===== src/hdl/smbus_read_byte_data_master_top_assert.svh =====
// Assertion macros for the SMBus read-byte-data master.
`ifndef SMBUS_READ_BYTE_DATA_MASTER_TOP_ASSERT_SVH
`define SMBUS_READ_BYTE_DATA_MASTER_TOP_ASSERT_SVH

// Consequent must hold in the same cycle as the antecedent.
`define SRBD_ASSERT_SAME(lbl, ante, cons, msg) \
  lbl: assert property (@(posedge clk_i) disable iff (!rst_ni) (ante) |-> (cons)) \
    else $error(msg);

// Consequent must hold in the cycle after the antecedent.
`define SRBD_ASSERT_NEXT(lbl, ante, cons, msg) \
  lbl: assert property (@(posedge clk_i) disable iff (!rst_ni) (ante) |=> (cons)) \
    else $error(msg);

`endif


===== src/hdl/srbd_pkg.sv =====
// Types, widths and pin level table for the SMBus read-byte-data master.
package srbd_pkg;

  localparam int unsigned StepW   = 16;
  localparam int unsigned AddrW   = 7;
  localparam int unsigned ByteW   = 8;
  localparam int unsigned BitCntW = 4;
  localparam int unsigned PhaseW  = 25;

  // One-hot sequencer phases, in bus order
  typedef enum logic [PhaseW-1:0] {
    PH_IDLE        = 25'h0000001,
    PH_ST_SETUP    = 25'h0000002,
    PH_ST_START    = 25'h0000004,
    PH_AW_LOW      = 25'h0000008,
    PH_AW_HIGH     = 25'h0000010,
    PH_AW_ACK_LOW  = 25'h0000020,
    PH_AW_ACK_HIGH = 25'h0000040,
    PH_RG_LOW      = 25'h0000080,
    PH_RG_HIGH     = 25'h0000100,
    PH_RG_ACK_LOW  = 25'h0000200,
    PH_RG_ACK_HIGH = 25'h0000400,
    PH_RS_LOW      = 25'h0000800,
    PH_RS_SETUP    = 25'h0001000,
    PH_RS_START    = 25'h0002000,
    PH_AR_LOW      = 25'h0004000,
    PH_AR_HIGH     = 25'h0008000,
    PH_AR_ACK_LOW  = 25'h0010000,
    PH_AR_ACK_HIGH = 25'h0020000,
    PH_RD_LOW      = 25'h0040000,
    PH_RD_HIGH     = 25'h0080000,
    PH_NACK_LOW    = 25'h0100000,
    PH_NACK_HIGH   = 25'h0200000,
    PH_SP_LOW      = 25'h0400000,
    PH_SP_HIGH     = 25'h0800000,
    PH_SP_END      = 25'h1000000
  } phase_e;

  typedef struct packed {
    logic scl;
    logic sda;
    logic drv;
  } pins_t;

  typedef struct packed {
    pins_t            pins;
    logic             busy;
    logic             done;
    logic             success;
    logic [ByteW-1:0] read_data;
  } res_t;

  // Pin levels for a phase; bit phases drive the MSB of the shift byte
  function automatic pins_t levels_for(phase_e ph, logic bit_lvl);
    pins_t p;
    case (ph)
      PH_ST_SETUP, PH_RS_SETUP, PH_NACK_HIGH, PH_SP_END: p = '{1'b1, 1'b1, 1'b1};
      PH_ST_START, PH_RS_START, PH_SP_HIGH:              p = '{1'b1, 1'b0, 1'b1};
      PH_AW_LOW, PH_RG_LOW, PH_AR_LOW:                   p = '{1'b0, bit_lvl, 1'b1};
      PH_AW_HIGH, PH_RG_HIGH, PH_AR_HIGH:                p = '{1'b1, bit_lvl, 1'b1};
      PH_AW_ACK_LOW, PH_RG_ACK_LOW, PH_AR_ACK_LOW,
      PH_RD_LOW:                                         p = '{1'b0, 1'b1, 1'b0};
      PH_AW_ACK_HIGH, PH_RG_ACK_HIGH, PH_AR_ACK_HIGH,
      PH_RD_HIGH:                                        p = '{1'b1, 1'b1, 1'b0};
      PH_RS_LOW, PH_NACK_LOW:                            p = '{1'b0, 1'b1, 1'b1};
      PH_SP_LOW:                                         p = '{1'b0, 1'b0, 1'b1};
      default:                                           p = '{1'b1, 1'b1, 1'b1};
    endcase
    return p;
  endfunction

endpackage


===== src/hdl/srbd_if.sv =====
// Request and result channel interfaces of the SMBus read-byte-data master.
interface srbd_req_if;
  logic                       valid;
  logic                       ready;
  logic                       mode;
  logic [srbd_pkg::AddrW-1:0] dev_addr;
  logic [srbd_pkg::ByteW-1:0] reg_index;
  logic                       sda_in;

  modport source (output valid, mode, dev_addr, reg_index, sda_in, input ready);
  modport sink (input valid, mode, dev_addr, reg_index, sda_in, output ready);
endinterface

interface srbd_rsp_if;
  logic                       valid;
  logic                       ready;
  logic                       scl;
  logic                       sda_out;
  logic                       sda_drive;
  logic                       busy_res;
  logic                       done_res;
  logic                       success;
  logic [srbd_pkg::ByteW-1:0] read_data;

  modport source (output valid, scl, sda_out, sda_drive, busy_res, done_res, success,
                  read_data, input ready);
  modport sink (input valid, scl, sda_out, sda_drive, busy_res, done_res, success,
                read_data, output ready);
endinterface


===== src/hdl/smbus_read_byte_data_master_top.sv =====
// Top level of the SMBus read-byte-data master sequencer.
//
// Bit-banged SMBus read-byte-data master. A request item with mode 1, taken
// while idle, latches the device address and register index and starts a
// transaction; every item taken while busy is one tick that advances the
// divider. After step_ticks ticks (0 acts as 1) a pin step ends and the
// sequencer moves on: start, address+write, ack, register byte, ack,
// repeated start, address+read, ack, eight data bits MSB first, master
// not-ack, stop. A high data line at any ack sample ends the transaction at
// once with success 0 and idle levels, no stop sent. Each request item
// yields exactly one result item holding the pin levels after that item,
// busy, a one-item done pulse, success and the byte read (zero unless done
// with success). Throughput is one item per clock: the state update is a
// single pass of logic from the state registers into a result register, and
// the request side stays ready whenever that register is empty or being
// drained in the same cycle. step_ticks is written through step_ticks_we_i/
// step_ticks_i and should only change while no transaction is running; it
// resets to 1.
`include "smbus_read_byte_data_master_top_assert.svh"

module smbus_read_byte_data_master_top (
  input  logic                         clk_i,
  input  logic                         rst_ni,
  input  logic                         step_ticks_we_i,
  input  logic [srbd_pkg::StepW-1:0]   step_ticks_i,
  srbd_req_if.sink                     req_i,
  srbd_rsp_if.source                   rsp_o
);

  localparam int unsigned StepW   = srbd_pkg::StepW;
  localparam int unsigned AddrW   = srbd_pkg::AddrW;
  localparam int unsigned ByteW   = srbd_pkg::ByteW;
  localparam int unsigned BitCntW = srbd_pkg::BitCntW;

  // Sequencer state
  srbd_pkg::phase_e     phase_q, phase_d;
  logic [BitCntW-1:0]   bit_cnt_q, bit_cnt_d;
  logic [ByteW-1:0]     shift_q, shift_d;
  logic [AddrW-1:0]     addr_q, addr_d;
  logic [ByteW-1:0]     reg_q, reg_d;
  logic [StepW-1:0]     tick_q, tick_d;
  logic [StepW-1:0]     step_ticks_q;

  // Result register
  logic                 res_vld_q, res_vld_d;
  srbd_pkg::res_t       res_q, res_d;

  logic                 req_acc;
  logic [StepW-1:0]     limit;
  logic [StepW-1:0]     tick_inc;
  logic [BitCntW-1:0]   bit_inc;
  logic                 done;
  logic                 ok;

  assign req_i.ready = ~res_vld_q | rsp_o.ready;
  assign req_acc     = req_i.valid & req_i.ready;

  assign limit    = (step_ticks_q == '0) ? StepW'(1) : step_ticks_q;
  assign tick_inc = tick_q + StepW'(1);
  assign bit_inc  = bit_cnt_q + BitCntW'(1);

  // Next state for one item
  always_comb begin
    phase_d   = phase_q;
    bit_cnt_d = bit_cnt_q;
    shift_d   = shift_q;
    addr_d    = addr_q;
    reg_d     = reg_q;
    tick_d    = tick_q;
    done      = 1'b0;
    ok        = 1'b0;
    if (req_acc) begin
      if (phase_q == srbd_pkg::PH_IDLE) begin
        if (req_i.mode) begin
          addr_d    = req_i.dev_addr;
          reg_d     = req_i.reg_index;
          bit_cnt_d = '0;
          shift_d   = '0;
          tick_d    = '0;
          phase_d   = srbd_pkg::PH_ST_SETUP;
        end
      end else begin
        tick_d = tick_inc;
        if (tick_inc >= limit) begin
          tick_d = '0;
          case (phase_q)
            srbd_pkg::PH_ST_START: begin
              shift_d   = {addr_q, 1'b0};
              bit_cnt_d = '0;
              phase_d   = srbd_pkg::PH_AW_LOW;
            end
            srbd_pkg::PH_RS_START: begin
              shift_d   = {addr_q, 1'b1};
              bit_cnt_d = '0;
              phase_d   = srbd_pkg::PH_AR_LOW;
            end
            // Shift out one bit; loop back to clock-low until the byte is sent
            srbd_pkg::PH_AW_HIGH, srbd_pkg::PH_RG_HIGH, srbd_pkg::PH_AR_HIGH: begin
              shift_d   = {shift_q[ByteW-2:0], 1'b0};
              bit_cnt_d = bit_inc;
              phase_d   = (bit_inc >= BitCntW'(ByteW))
                        ? srbd_pkg::phase_e'({phase_q[srbd_pkg::PhaseW-2:0], 1'b0})
                        : srbd_pkg::phase_e'({1'b0, phase_q[srbd_pkg::PhaseW-1:1]});
            end
            // Sample the acknowledge; a high line aborts the transaction
            srbd_pkg::PH_AW_ACK_HIGH, srbd_pkg::PH_RG_ACK_HIGH,
            srbd_pkg::PH_AR_ACK_HIGH: begin
              if (req_i.sda_in) begin
                done    = 1'b1;
                phase_d = srbd_pkg::PH_IDLE;
              end else if (phase_q == srbd_pkg::PH_AW_ACK_HIGH) begin
                shift_d   = reg_q;
                bit_cnt_d = '0;
                phase_d   = srbd_pkg::PH_RG_LOW;
              end else if (phase_q == srbd_pkg::PH_RG_ACK_HIGH) begin
                phase_d = srbd_pkg::PH_RS_LOW;
              end else begin
                shift_d   = '0;
                bit_cnt_d = '0;
                phase_d   = srbd_pkg::PH_RD_LOW;
              end
            end
            // Shift in one data bit, MSB first
            srbd_pkg::PH_RD_HIGH: begin
              shift_d   = {shift_q[ByteW-2:0], req_i.sda_in};
              bit_cnt_d = bit_inc;
              phase_d   = (bit_inc >= BitCntW'(ByteW)) ? srbd_pkg::PH_NACK_LOW
                                                       : srbd_pkg::PH_RD_LOW;
            end
            srbd_pkg::PH_SP_END: begin
              done    = 1'b1;
              ok      = 1'b1;
              phase_d = srbd_pkg::PH_IDLE;
            end
            // Plain steps advance to the next phase
            srbd_pkg::PH_ST_SETUP, srbd_pkg::PH_AW_LOW, srbd_pkg::PH_AW_ACK_LOW,
            srbd_pkg::PH_RG_LOW, srbd_pkg::PH_RG_ACK_LOW, srbd_pkg::PH_RS_LOW,
            srbd_pkg::PH_RS_SETUP, srbd_pkg::PH_AR_LOW, srbd_pkg::PH_AR_ACK_LOW,
            srbd_pkg::PH_RD_LOW, srbd_pkg::PH_NACK_LOW, srbd_pkg::PH_NACK_HIGH,
            srbd_pkg::PH_SP_LOW, srbd_pkg::PH_SP_HIGH: begin
              phase_d = srbd_pkg::phase_e'({phase_q[srbd_pkg::PhaseW-2:0], 1'b0});
            end
            default: begin
              phase_d = srbd_pkg::PH_IDLE;
            end
          endcase
        end
      end
    end
  end

  // Result for the item just taken
  always_comb begin
    res_d.pins      = srbd_pkg::levels_for(phase_d, shift_d[ByteW-1]);
    res_d.busy      = (phase_d != srbd_pkg::PH_IDLE);
    res_d.done      = done;
    res_d.success   = done & ok;
    res_d.read_data = (done & ok) ? shift_d : '0;
  end

  // Hold the result until taken; refill in the same cycle it drains
  assign res_vld_d = req_acc | (res_vld_q & ~rsp_o.ready);

  always_ff @(posedge clk_i or negedge rst_ni) begin
    if (!rst_ni) begin
      phase_q      <= srbd_pkg::PH_IDLE;
      bit_cnt_q    <= '0;
      shift_q      <= '0;
      addr_q       <= '0;
      reg_q        <= '0;
      tick_q       <= '0;
      step_ticks_q <= StepW'(1);
      res_vld_q    <= 1'b0;
    end else begin
      phase_q   <= phase_d;
      bit_cnt_q <= bit_cnt_d;
      shift_q   <= shift_d;
      addr_q    <= addr_d;
      reg_q     <= reg_d;
      tick_q    <= tick_d;
      res_vld_q <= res_vld_d;
      if (step_ticks_we_i) begin
        step_ticks_q <= step_ticks_i;
      end
    end
  end

  // Payload needs no reset; load on accept only
  always_ff @(posedge clk_i) begin
    if (req_acc) begin
      res_q <= res_d;
    end
  end

  assign rsp_o.valid     = res_vld_q;
  assign rsp_o.scl       = res_q.pins.scl;
  assign rsp_o.sda_out   = res_q.pins.sda;
  assign rsp_o.sda_drive = res_q.pins.drv;
  assign rsp_o.busy_res  = res_q.busy;
  assign rsp_o.done_res  = res_q.done;
  assign rsp_o.success   = res_q.success;
  assign rsp_o.read_data = res_q.read_data;

  // A begin taken while idle must enter the start set-up step
  `SRBD_ASSERT_NEXT(a_begin_enters_setup,
    req_acc && req_i.mode && phase_q == srbd_pkg::PH_IDLE,
    phase_q == srbd_pkg::PH_ST_SETUP, "begin item did not start the sequence")
  // A finished transaction is never reported as still busy
  `SRBD_ASSERT_SAME(a_done_not_busy, res_vld_q && res_q.done,
    !res_q.busy, "done reported while busy")
  // Read data is zero unless the transaction completed with success
  `SRBD_ASSERT_SAME(a_data_only_on_success, res_vld_q && !res_q.success,
    res_q.read_data == '0, "read data without a successful end")
  // The bit counter never runs past one byte
  `SRBD_ASSERT_SAME(a_bit_cnt_range, 1'b1,
    bit_cnt_q <= BitCntW'(ByteW), "bit counter overran a byte")

endmodule

===== src/flat_wrapper.sv =====
// flat-port wrapper written by rule: the top's interface ports become plain ports
module smbus_read_byte_data_master_top_flat 
  (clk_i, rst_ni, step_ticks_we_i, step_ticks_i, req_i_valid, req_i_mode, req_i_dev_addr, req_i_reg_index, req_i_sda_in, req_i_ready, rsp_o_valid, rsp_o_scl, rsp_o_sda_out, rsp_o_sda_drive, rsp_o_busy_res, rsp_o_done_res, rsp_o_success, rsp_o_read_data, rsp_o_ready);
  srbd_req_if req_i_i ();
  srbd_rsp_if rsp_o_i ();
  input  logic clk_i;
  input  logic rst_ni;
  input  logic step_ticks_we_i;
  input  logic [srbd_pkg::StepW-1:0] step_ticks_i;
  input wire logic [$bits(req_i_i.valid)-1:0] req_i_valid;
  input wire logic [$bits(req_i_i.mode)-1:0] req_i_mode;
  input wire logic [$bits(req_i_i.dev_addr)-1:0] req_i_dev_addr;
  input wire logic [$bits(req_i_i.reg_index)-1:0] req_i_reg_index;
  input wire logic [$bits(req_i_i.sda_in)-1:0] req_i_sda_in;
  output wire logic [$bits(req_i_i.ready)-1:0] req_i_ready;
  output wire logic [$bits(rsp_o_i.valid)-1:0] rsp_o_valid;
  output wire logic [$bits(rsp_o_i.scl)-1:0] rsp_o_scl;
  output wire logic [$bits(rsp_o_i.sda_out)-1:0] rsp_o_sda_out;
  output wire logic [$bits(rsp_o_i.sda_drive)-1:0] rsp_o_sda_drive;
  output wire logic [$bits(rsp_o_i.busy_res)-1:0] rsp_o_busy_res;
  output wire logic [$bits(rsp_o_i.done_res)-1:0] rsp_o_done_res;
  output wire logic [$bits(rsp_o_i.success)-1:0] rsp_o_success;
  output wire logic [$bits(rsp_o_i.read_data)-1:0] rsp_o_read_data;
  input wire logic [$bits(rsp_o_i.ready)-1:0] rsp_o_ready;
  assign req_i_i.valid = req_i_valid;
  assign req_i_i.mode = req_i_mode;
  assign req_i_i.dev_addr = req_i_dev_addr;
  assign req_i_i.reg_index = req_i_reg_index;
  assign req_i_i.sda_in = req_i_sda_in;
  assign req_i_ready = req_i_i.ready;
  assign rsp_o_valid = rsp_o_i.valid;
  assign rsp_o_scl = rsp_o_i.scl;
  assign rsp_o_sda_out = rsp_o_i.sda_out;
  assign rsp_o_sda_drive = rsp_o_i.sda_drive;
  assign rsp_o_busy_res = rsp_o_i.busy_res;
  assign rsp_o_done_res = rsp_o_i.done_res;
  assign rsp_o_success = rsp_o_i.success;
  assign rsp_o_read_data = rsp_o_i.read_data;
  assign rsp_o_i.ready = rsp_o_ready;
  smbus_read_byte_data_master_top u_core (.clk_i(clk_i), .rst_ni(rst_ni), .step_ticks_we_i(step_ticks_we_i), .step_ticks_i(step_ticks_i), .req_i(req_i_i), .rsp_o(rsp_o_i));
endmodule

===== config.mk =====
export PLATFORM = sky130hd
export DESIGN_NAME = smbus_read_byte_data_master_top_flat
export DESIGN_NICKNAME = d
export VERILOG_FILES = /design/src/hdl/srbd_pkg.sv /design/src/hdl/srbd_if.sv /design/src/hdl/smbus_read_byte_data_master_top.sv /design/src/flat_wrapper.sv
export VERILOG_INCLUDE_DIRS = /design/src /design/src/hdl
export SDC_FILE = /design/constraint.sdc
export NUM_CORES = 1
export LEC_CHECK = 0
export ABC_AREA = 0
export BUFFER_PORTS_ARGS = -buffer_cell sky130_fd_sc_hd__buf_2
export CORE_UTILIZATION = 61
export CTS_CLUSTER_DIAMETER = 120
export DETAILED_ROUTE_END_ITERATION = 8
export PLACE_DENSITY = 0.8
export REMOVE_ABC_BUFFERS = 1
export SLEW_MARGIN = 5
export SYNTH_ARGS = -nofsm -noshare
export SYNTH_HDL_FRONTEND = slang
export SYNTH_SLANG_ARGS = --single-unit

===== constraint.sdc =====
create_clock -name clk_i -period 7.54 [get_ports clk_i]
set_clock_uncertainty 0.15 [all_clocks]
set_input_delay 0.754 -clock clk_i [delete_from_list [all_inputs] [get_ports clk_i]]
set_output_delay 0.754 -clock clk_i [all_outputs]
set_load 0.02 [all_outputs]

== Word-level counts from Yosys, hierarchy flattened ==
Cells that the tools add are included.
Widths: inputs -> output; s select.

* Bits in registers: 99
* Input port bits: 38
* Output and inout bits: 16

* $add $sub $neg: 2
* $lt $le $gt $ge: 2
* Equality and inequality tests: 49
* Mux-type cells: 39
* Bitwise logic cells: 7
* Reductions and logical operators: 17

{| class="wikitable"
|+ Operator list
! kind !! count
|-
| $mux 25 || 7
|-
| $pmux 25 s6 || 1
|-
| $mux 16 || 4
|-
| $mux 8 || 7
|-
| $eq 25x10->1 const B || 2
|-
| $eq 25x11->1 const B || 2
|-
| $eq 25x12->1 const B || 2
|-
| $eq 25x14->1 const B || 2
|-
| $eq 25x15->1 const B || 2
|-
| $eq 25x16->1 const B || 2
|-
| $eq 25x17->1 const B || 2
|-
| $eq 25x18->1 const B || 2
|-
| $eq 25x19->1 const B || 2
|-
| $eq 25x20->1 const B || 2
|-
| $eq 25x21->1 const B || 2
|-
| $eq 25x23->1 const B || 2
|-
| $eq 25x24->1 const B || 2
|-
| $eq 25x3->1 const B || 2
|-
| $eq 25x4->1 const B || 2
|-
| $eq 25x5->1 const B || 2
|-
| $eq 25x6->1 const B || 2
|-
| $eq 25x7->1 const B || 2
|-
| $eq 25x8->1 const B || 2
|-
| $eq 25x9->1 const B || 2
|-
| other kinds (34) || 57
|}

== Depth between registers and ports, before layout ==
* Depth after elaboration: 11
* Depth in mapped cells: 21

== Worst setup path after synthesis ==
Ideal clock, no wire load.

* Path type: register to register
* Start point: register u_core.tick_q[2]
* End point: register u_core.res_q (netlist bit u_core.rsp_o.sda_out) (data pin)
* Data arrival time: 4397 ps
* Data required time: 7135 ps
* Setup slack: 2738 ps
* Stages on the path, launching flop included: 19
* Path buffers: 1
* Period minus slack after synthesis: 4802 ps
* Cell sequence: dfrtp_1 and3_1 and3_1 nand3_1 nor3_1 nand3_1 xnor2_1 ha_1 and4_1 a2111oi_0 o21a_1 clkbuf_1 nor2_1 a32o_1 nand3b_1 nor4_4 o21ai_2 a21bo_1 and3_1

{| class="wikitable"
|+ RTL lines
! item !! line !! RTL
|-
| from (decl) || smbus_read_byte_data_master_top.sv:41 || <nowiki>logic [StepW-1:0] tick_q, tick_d;</nowiki>
|-
| from (signal assigned) || smbus_read_byte_data_master_top.sv:180 || <nowiki>tick_q <= tick_d;</nowiki>
|-
| to (signal assigned) || smbus_read_byte_data_master_top.sv:191 || <nowiki>res_q <= res_d;</nowiki>
|-
| to (decl) || smbus_read_byte_data_master_top.sv:46 || <nowiki>srbd_pkg::res_t res_q, res_d;</nowiki>
|}

==> flow_summary.rst <==
.. list-table::
   :header-rows: 1

   * - Metric
     - Value
   * - Run status
     - completed
   * - WS Path Type
     - flip-flop to flip-flop
   * - Final clock period utilization by the worst path
     - approximately 80%
   * - Dominant synthesized flop cell
     - dfrtp_1
   * - Mean area per synthesized cell
     - 9.67 um2
   * - Count of flip-flops with a built-in enable after synthesis
     - 14
   * - Count of cell instances traversed by the critical path
     - 17
   * - Hold-fix buffers at CTS
     - 0
   * - Switching power total
     - 0.326 mW
   * - Req. time, crit path
     - 7.50 ns
   * - Layout Nets
     - 711
   * - Maximum ir drop on the vdd rail
     - 0.141 mV
   * - Number of H-tree levels
     - 3
   * - Final-layout setup total negative slack
     - 0 ns
   * - Library cell contributing the largest single delay on the critical path
     - a21o_1
   * - Wire length of the first global-routing pass
     - 25000 um
   * - Share of total power in the clock network
     - between 30% and 40%
   * - Fraction of final layout cells sized beyond drive strength 1
     - 19.2%
   * - Combinational Power Share
     - 14.1%
   * - Gp weighted congestion
     - 0.967
   * - Source-to-sink clock delay at the later pin of the worst-skew pair
     - 0.38 ns
   * - Final-report setup violation count
     - 0
   * - Top-area cell type share of the netlist area
     - 34.5%
   * - Final wirelength
     - approximately 16000 um
   * - Number of sinks driven by the clock tree
     - approximately 100
   * - Critical path launch point type
     - flip-flop
   * - Core box area
     - 9420 um2
   * - Leading cell type by number of instances after synthesis
     - dfrtp_1
   * - Portion of total power attributed to sequential cells
     - a little over half
   * - Count of TritonRoute iterations in the first routing pass
     - 8
   * - Internal power
     - 0.795 mW
   * - Critical path endpoint category
     - flip-flop
   * - Post-CTS Setup Inserts
     - 0
   * - Area growth from synthesis to layout
     - 8.24%
   * - Instance count of the mapped netlist
     - approximately 620
   * - Final HPWL from detailed placement
     - 11200 um
   * - Number of port buffers
     - 53
   * - Synth top cells by count
     - dfrtp_1, nand2_1, o21ai_0
   * - Global-route met1 utilization
     - 42.0%
   * - Initial antenna violation count
     - 0
   * - GR Overflow Total
     - 0
   * - Number of global-route vias before repair
     - 4949
   * - Number of antenna diodes
     - 0
   * - TritonCTS clock tree
     - done
   * - Worst path max stage delay
     - 0.82 ns
   * - # Max-Cap Violations
     - 0
   * - Global Route met3 Usage
     - 4.97%
   * - Slew @ Worst Pin
     - 1.09 ns
   * - Setup repair after global routing missed its margin
     - false
   * - Final hold viol count
     - 0
   * - Capturing instance or port of the critical path
     - u_core.rsp_o.scl$_DFFE_PP_
   * - Cell area after technology mapping
     - 6030 um2
   * - Number of pins with negative max-slew slack in the final report
     - 0
   * - Least setup slack across all paths after layout
     - roughly 1.5 ns
   * - Flop2flop setup slack
     - 1.50 ns
   * - Largest net degree at the start of global routing
     - between 80 and 90
   * - Detailed-route wire length per cell
     - 19.7 um
   * - R2r endpoint
     - u_core.rsp_o.scl$_DFFE_PP_
   * - Leakage power total
     - 2.95 nW
   * - Register clock-pin slew on the reported worst setup and hold paths
     - 0.10 ns
   * - Row Count
     - 35
   * - Master cell of the clock root buffer
     - clkbuf_8
   * - Net Sw Frac
     - 29.1%
   * - Data arrival time of the critical path
     - 6.00 ns
   * - DR iter-0 viols
     - 514
   * - Die boundary width
     - a little over 100 um
   * - Via/cell ratio
     - 6.75
   * - Die outline height
     - 101 um
   * - Antenna Nets Post-Route
     - 0
   * - Power Density
     - roughly 170 nW/um2
   * - Number of gates resized after CTS
     - 0
   * - Total die area
     - about 10000 um2
   * - Cell chain of the critical path
     - and3_1 > and3_1 > nand3_1 > nor3_1 > nand3_1 > xnor2_1 > ha_1 > and4_1 > a2111oi_0 > o21a_1 > a21o_1 > a22oi_1 > xor2_1 > or3_1 > o211ai_1 > a22o_1 > o2111ai_1
   * - GRT Resource Usage Total
     - 31.9%
   * - Worst min-delay path class
     - flip-flop to flip-flop
   * - Maximum clock path buffer count
     - 2
   * - Clock buffer count from CTS
     - 9
   * - Critical path launch point
     - u_core.tick_q[2]$_DFFE_PN0P_
   * - Number of distinct library cells after synthesis
     - 81
   * - Number of warnings issued by yosys
     - 0
   * - Max_slew headroom
     - 27.5%
   * - Number of register bits inferred by synthesis
     - 99
   * - Post-synth top area cell
     - dfrtp_1
   * - Met2 usage in global routing
     - a little over half
   * - Biggest fanout along the worst timing path
     - 27
   * - # DRC
     - 0
   * - Post-synthesis async set-or-reset flop share
     - a little under nine tenths
   * - Cell count of the worst reg-to-reg path
     - 17
   * - Most congested layer reported by global routing
     - met2
   * - Total number of vias
     - about 5300
   * - Fill cell total of the finished layout
     - 735
   * - Delay-heaviest family, CP
     - compound AO/OA/AOI/OAI gates
   * - Reg2Reg Launch Point
     - u_core.tick_q[2]$_DFFE_PN0P_
   * - I/O pins
     - 54
   * - Cell types occupying the most area after synthesis
     - dfrtp_1, edfxtp_1, nand2_1
   * - Clock period minus worst slack
     - 6.04 ns
   * - Starting Density
     - around 64%
   * - Seq/Total Area, Yosys
     - 42.3%
   * - Buffer and inverter count on the worst path
     - 0
   * - Max Freq
     - 166 MHz
   * - Post-Place Worst Slack
     - ~1.6 ns
-- layout by cell type (no fill, tap or decap), types with 4 or more instances in the layout --
cell type  count
mux2_2        16
and2_1         9
a2111oi_0      4
a32o_1        13
inv_1         23
edfxtp_1      14
or4_1          4
dfrtp_1       83
o21a_1         4
buf_4          5
or3_1          6
ha_1          18
xor2_1        10
a21oi_1       16
nor3_1        21
xnor2_1       11
o31ai_1        4
a21o_1         5
nand4_1        8
a222oi_1       7
nand3_1       25
clkbuf_8       9
o21ai_0       47
buf_2         52
nor4b_1        5
a211oi_1       6
nor4_1        12
nor2_1        28
a22o_1         8
and3_1        10
or2_2          5
a31oi_1        5
a22oi_1        4
nand2_1       71
nand2b_1      13
nor4_4         6
o211ai_1       5
-- area by class of cell --
type	instances	area (um2)	share of cell area [%]
inverters	26	97.6	1.50
well taps	129	161	2.47
multi-input cells	462	3200	49.1
clock buffers	9	124	1.90
clock inverters	7	92.6	1.42
repair buffers	57	298	4.56
flip-flops and latches	99	2550	39.1
-- power groups by stage --
| stage | clock [mW] | sequential (mW) | combinational, mW |
|---|---|---|---|
| 2_1_floorplan | 0 | 0.599 | 0.0980 |
| 3_3_place_gp | 0 | 0.600 | 0.150 |
| 3_5_place_dp | 0 | 0.601 | 0.158 |
| 4_1_cts | 0.379 | 0.591 | 0.159 |
| 5_1_grt | 0.400 | 0.595 | 0.178 |
| 6_report | 0.372 | 0.591 | 0.158 |
-- sequential cells by signal (all words and copies together) (netlist names) --
name	cells
u_core.rsp_o.sda_out	1
u_core.rsp_o.scl	1
u_core.rsp_o.done_res	1
u_core.bit_cnt_q	4
u_core.step_ticks_q	16
u_core.rsp_o.valid	1
u_core.shift_q	8
u_core.rsp_o.busy_res	1
u_core.phase_q	25
u_core.tick_q	16
u_core.rsp_o.success	1
u_core.rsp_o.read_data	8
u_core.addr_q	7
u_core.rsp_o.sda_drive	1
u_core.reg_q	8
-- per-layer routing --
layer  vias up  part of all wire (%)
met2       267                    47
met5         -                     0
met1      2594                    43
met3        42                   7.2
met4         0                   2.9
li1       2419                     -
-- per-stage QoR --
| step | instance area [um2] | power, mW | hold slack [ns] | utilization, % | std cells |
|---|---|---|---|---|---|
| 2_1_floorplan | 5850 | 0.697 | 0.298 | - | 587 |
| 3_3_place_gp | 6310 | 0.749 | 0.336 | 67.0 | 773 |
| 3_5_place_dp | 6310 | 0.759 | 0.338 | 67.0 | 773 |
| 4_1_cts | 6520 | 1.13 | 0.360 | 69.3 | 789 |
| 5_1_grt | 6520 | 1.17 | 0.379 | 69.3 | 789 |
| 6_report | 6520 | 1.12 | 0.356 | 69.3 | 789 |
-- worst min path at each step --
stage / from / endpoint / slack [ns] / depth (start not counted)
final: u_core.reg_q[0]$_DFFE_PN0P_ / u_core.reg_q[0]$_DFFE_PN0P_ / 0.36 / 1
after detailed placement: u_core.reg_q[0]$_DFFE_PN0P_ / u_core.reg_q[0]$_DFFE_PN0P_ / 0.34 / 1
after global routing: u_core.reg_q[0]$_DFFE_PN0P_ / u_core.reg_q[0]$_DFFE_PN0P_ / 0.38 / 1
after CTS: u_core.reg_q[0]$_DFFE_PN0P_ / u_core.reg_q[0]$_DFFE_PN0P_ / 0.36 / 1
after global placement: u_core.reg_q[0]$_DFFE_PN0P_ / u_core.reg_q[0]$_DFFE_PN0P_ / 0.34 / 1
after floorplan: u_core.shift_q[7]$_DFF_PN0_ / u_core.shift_q[7]$_DFF_PN0_ / 0.30 / 2
-- cell families after synthesis --
kind of cell,synth area share [%]
buffers and inverters,4.59
muxes,2.99
DFF,42.3
AOI/OAI and AO/OA,20.4
adders and majority gates,3.92
and+or+nand+nor,22.8
xor gates and xnor gates,3.05
No activity file was read; power rests on OpenSTA's default activity.
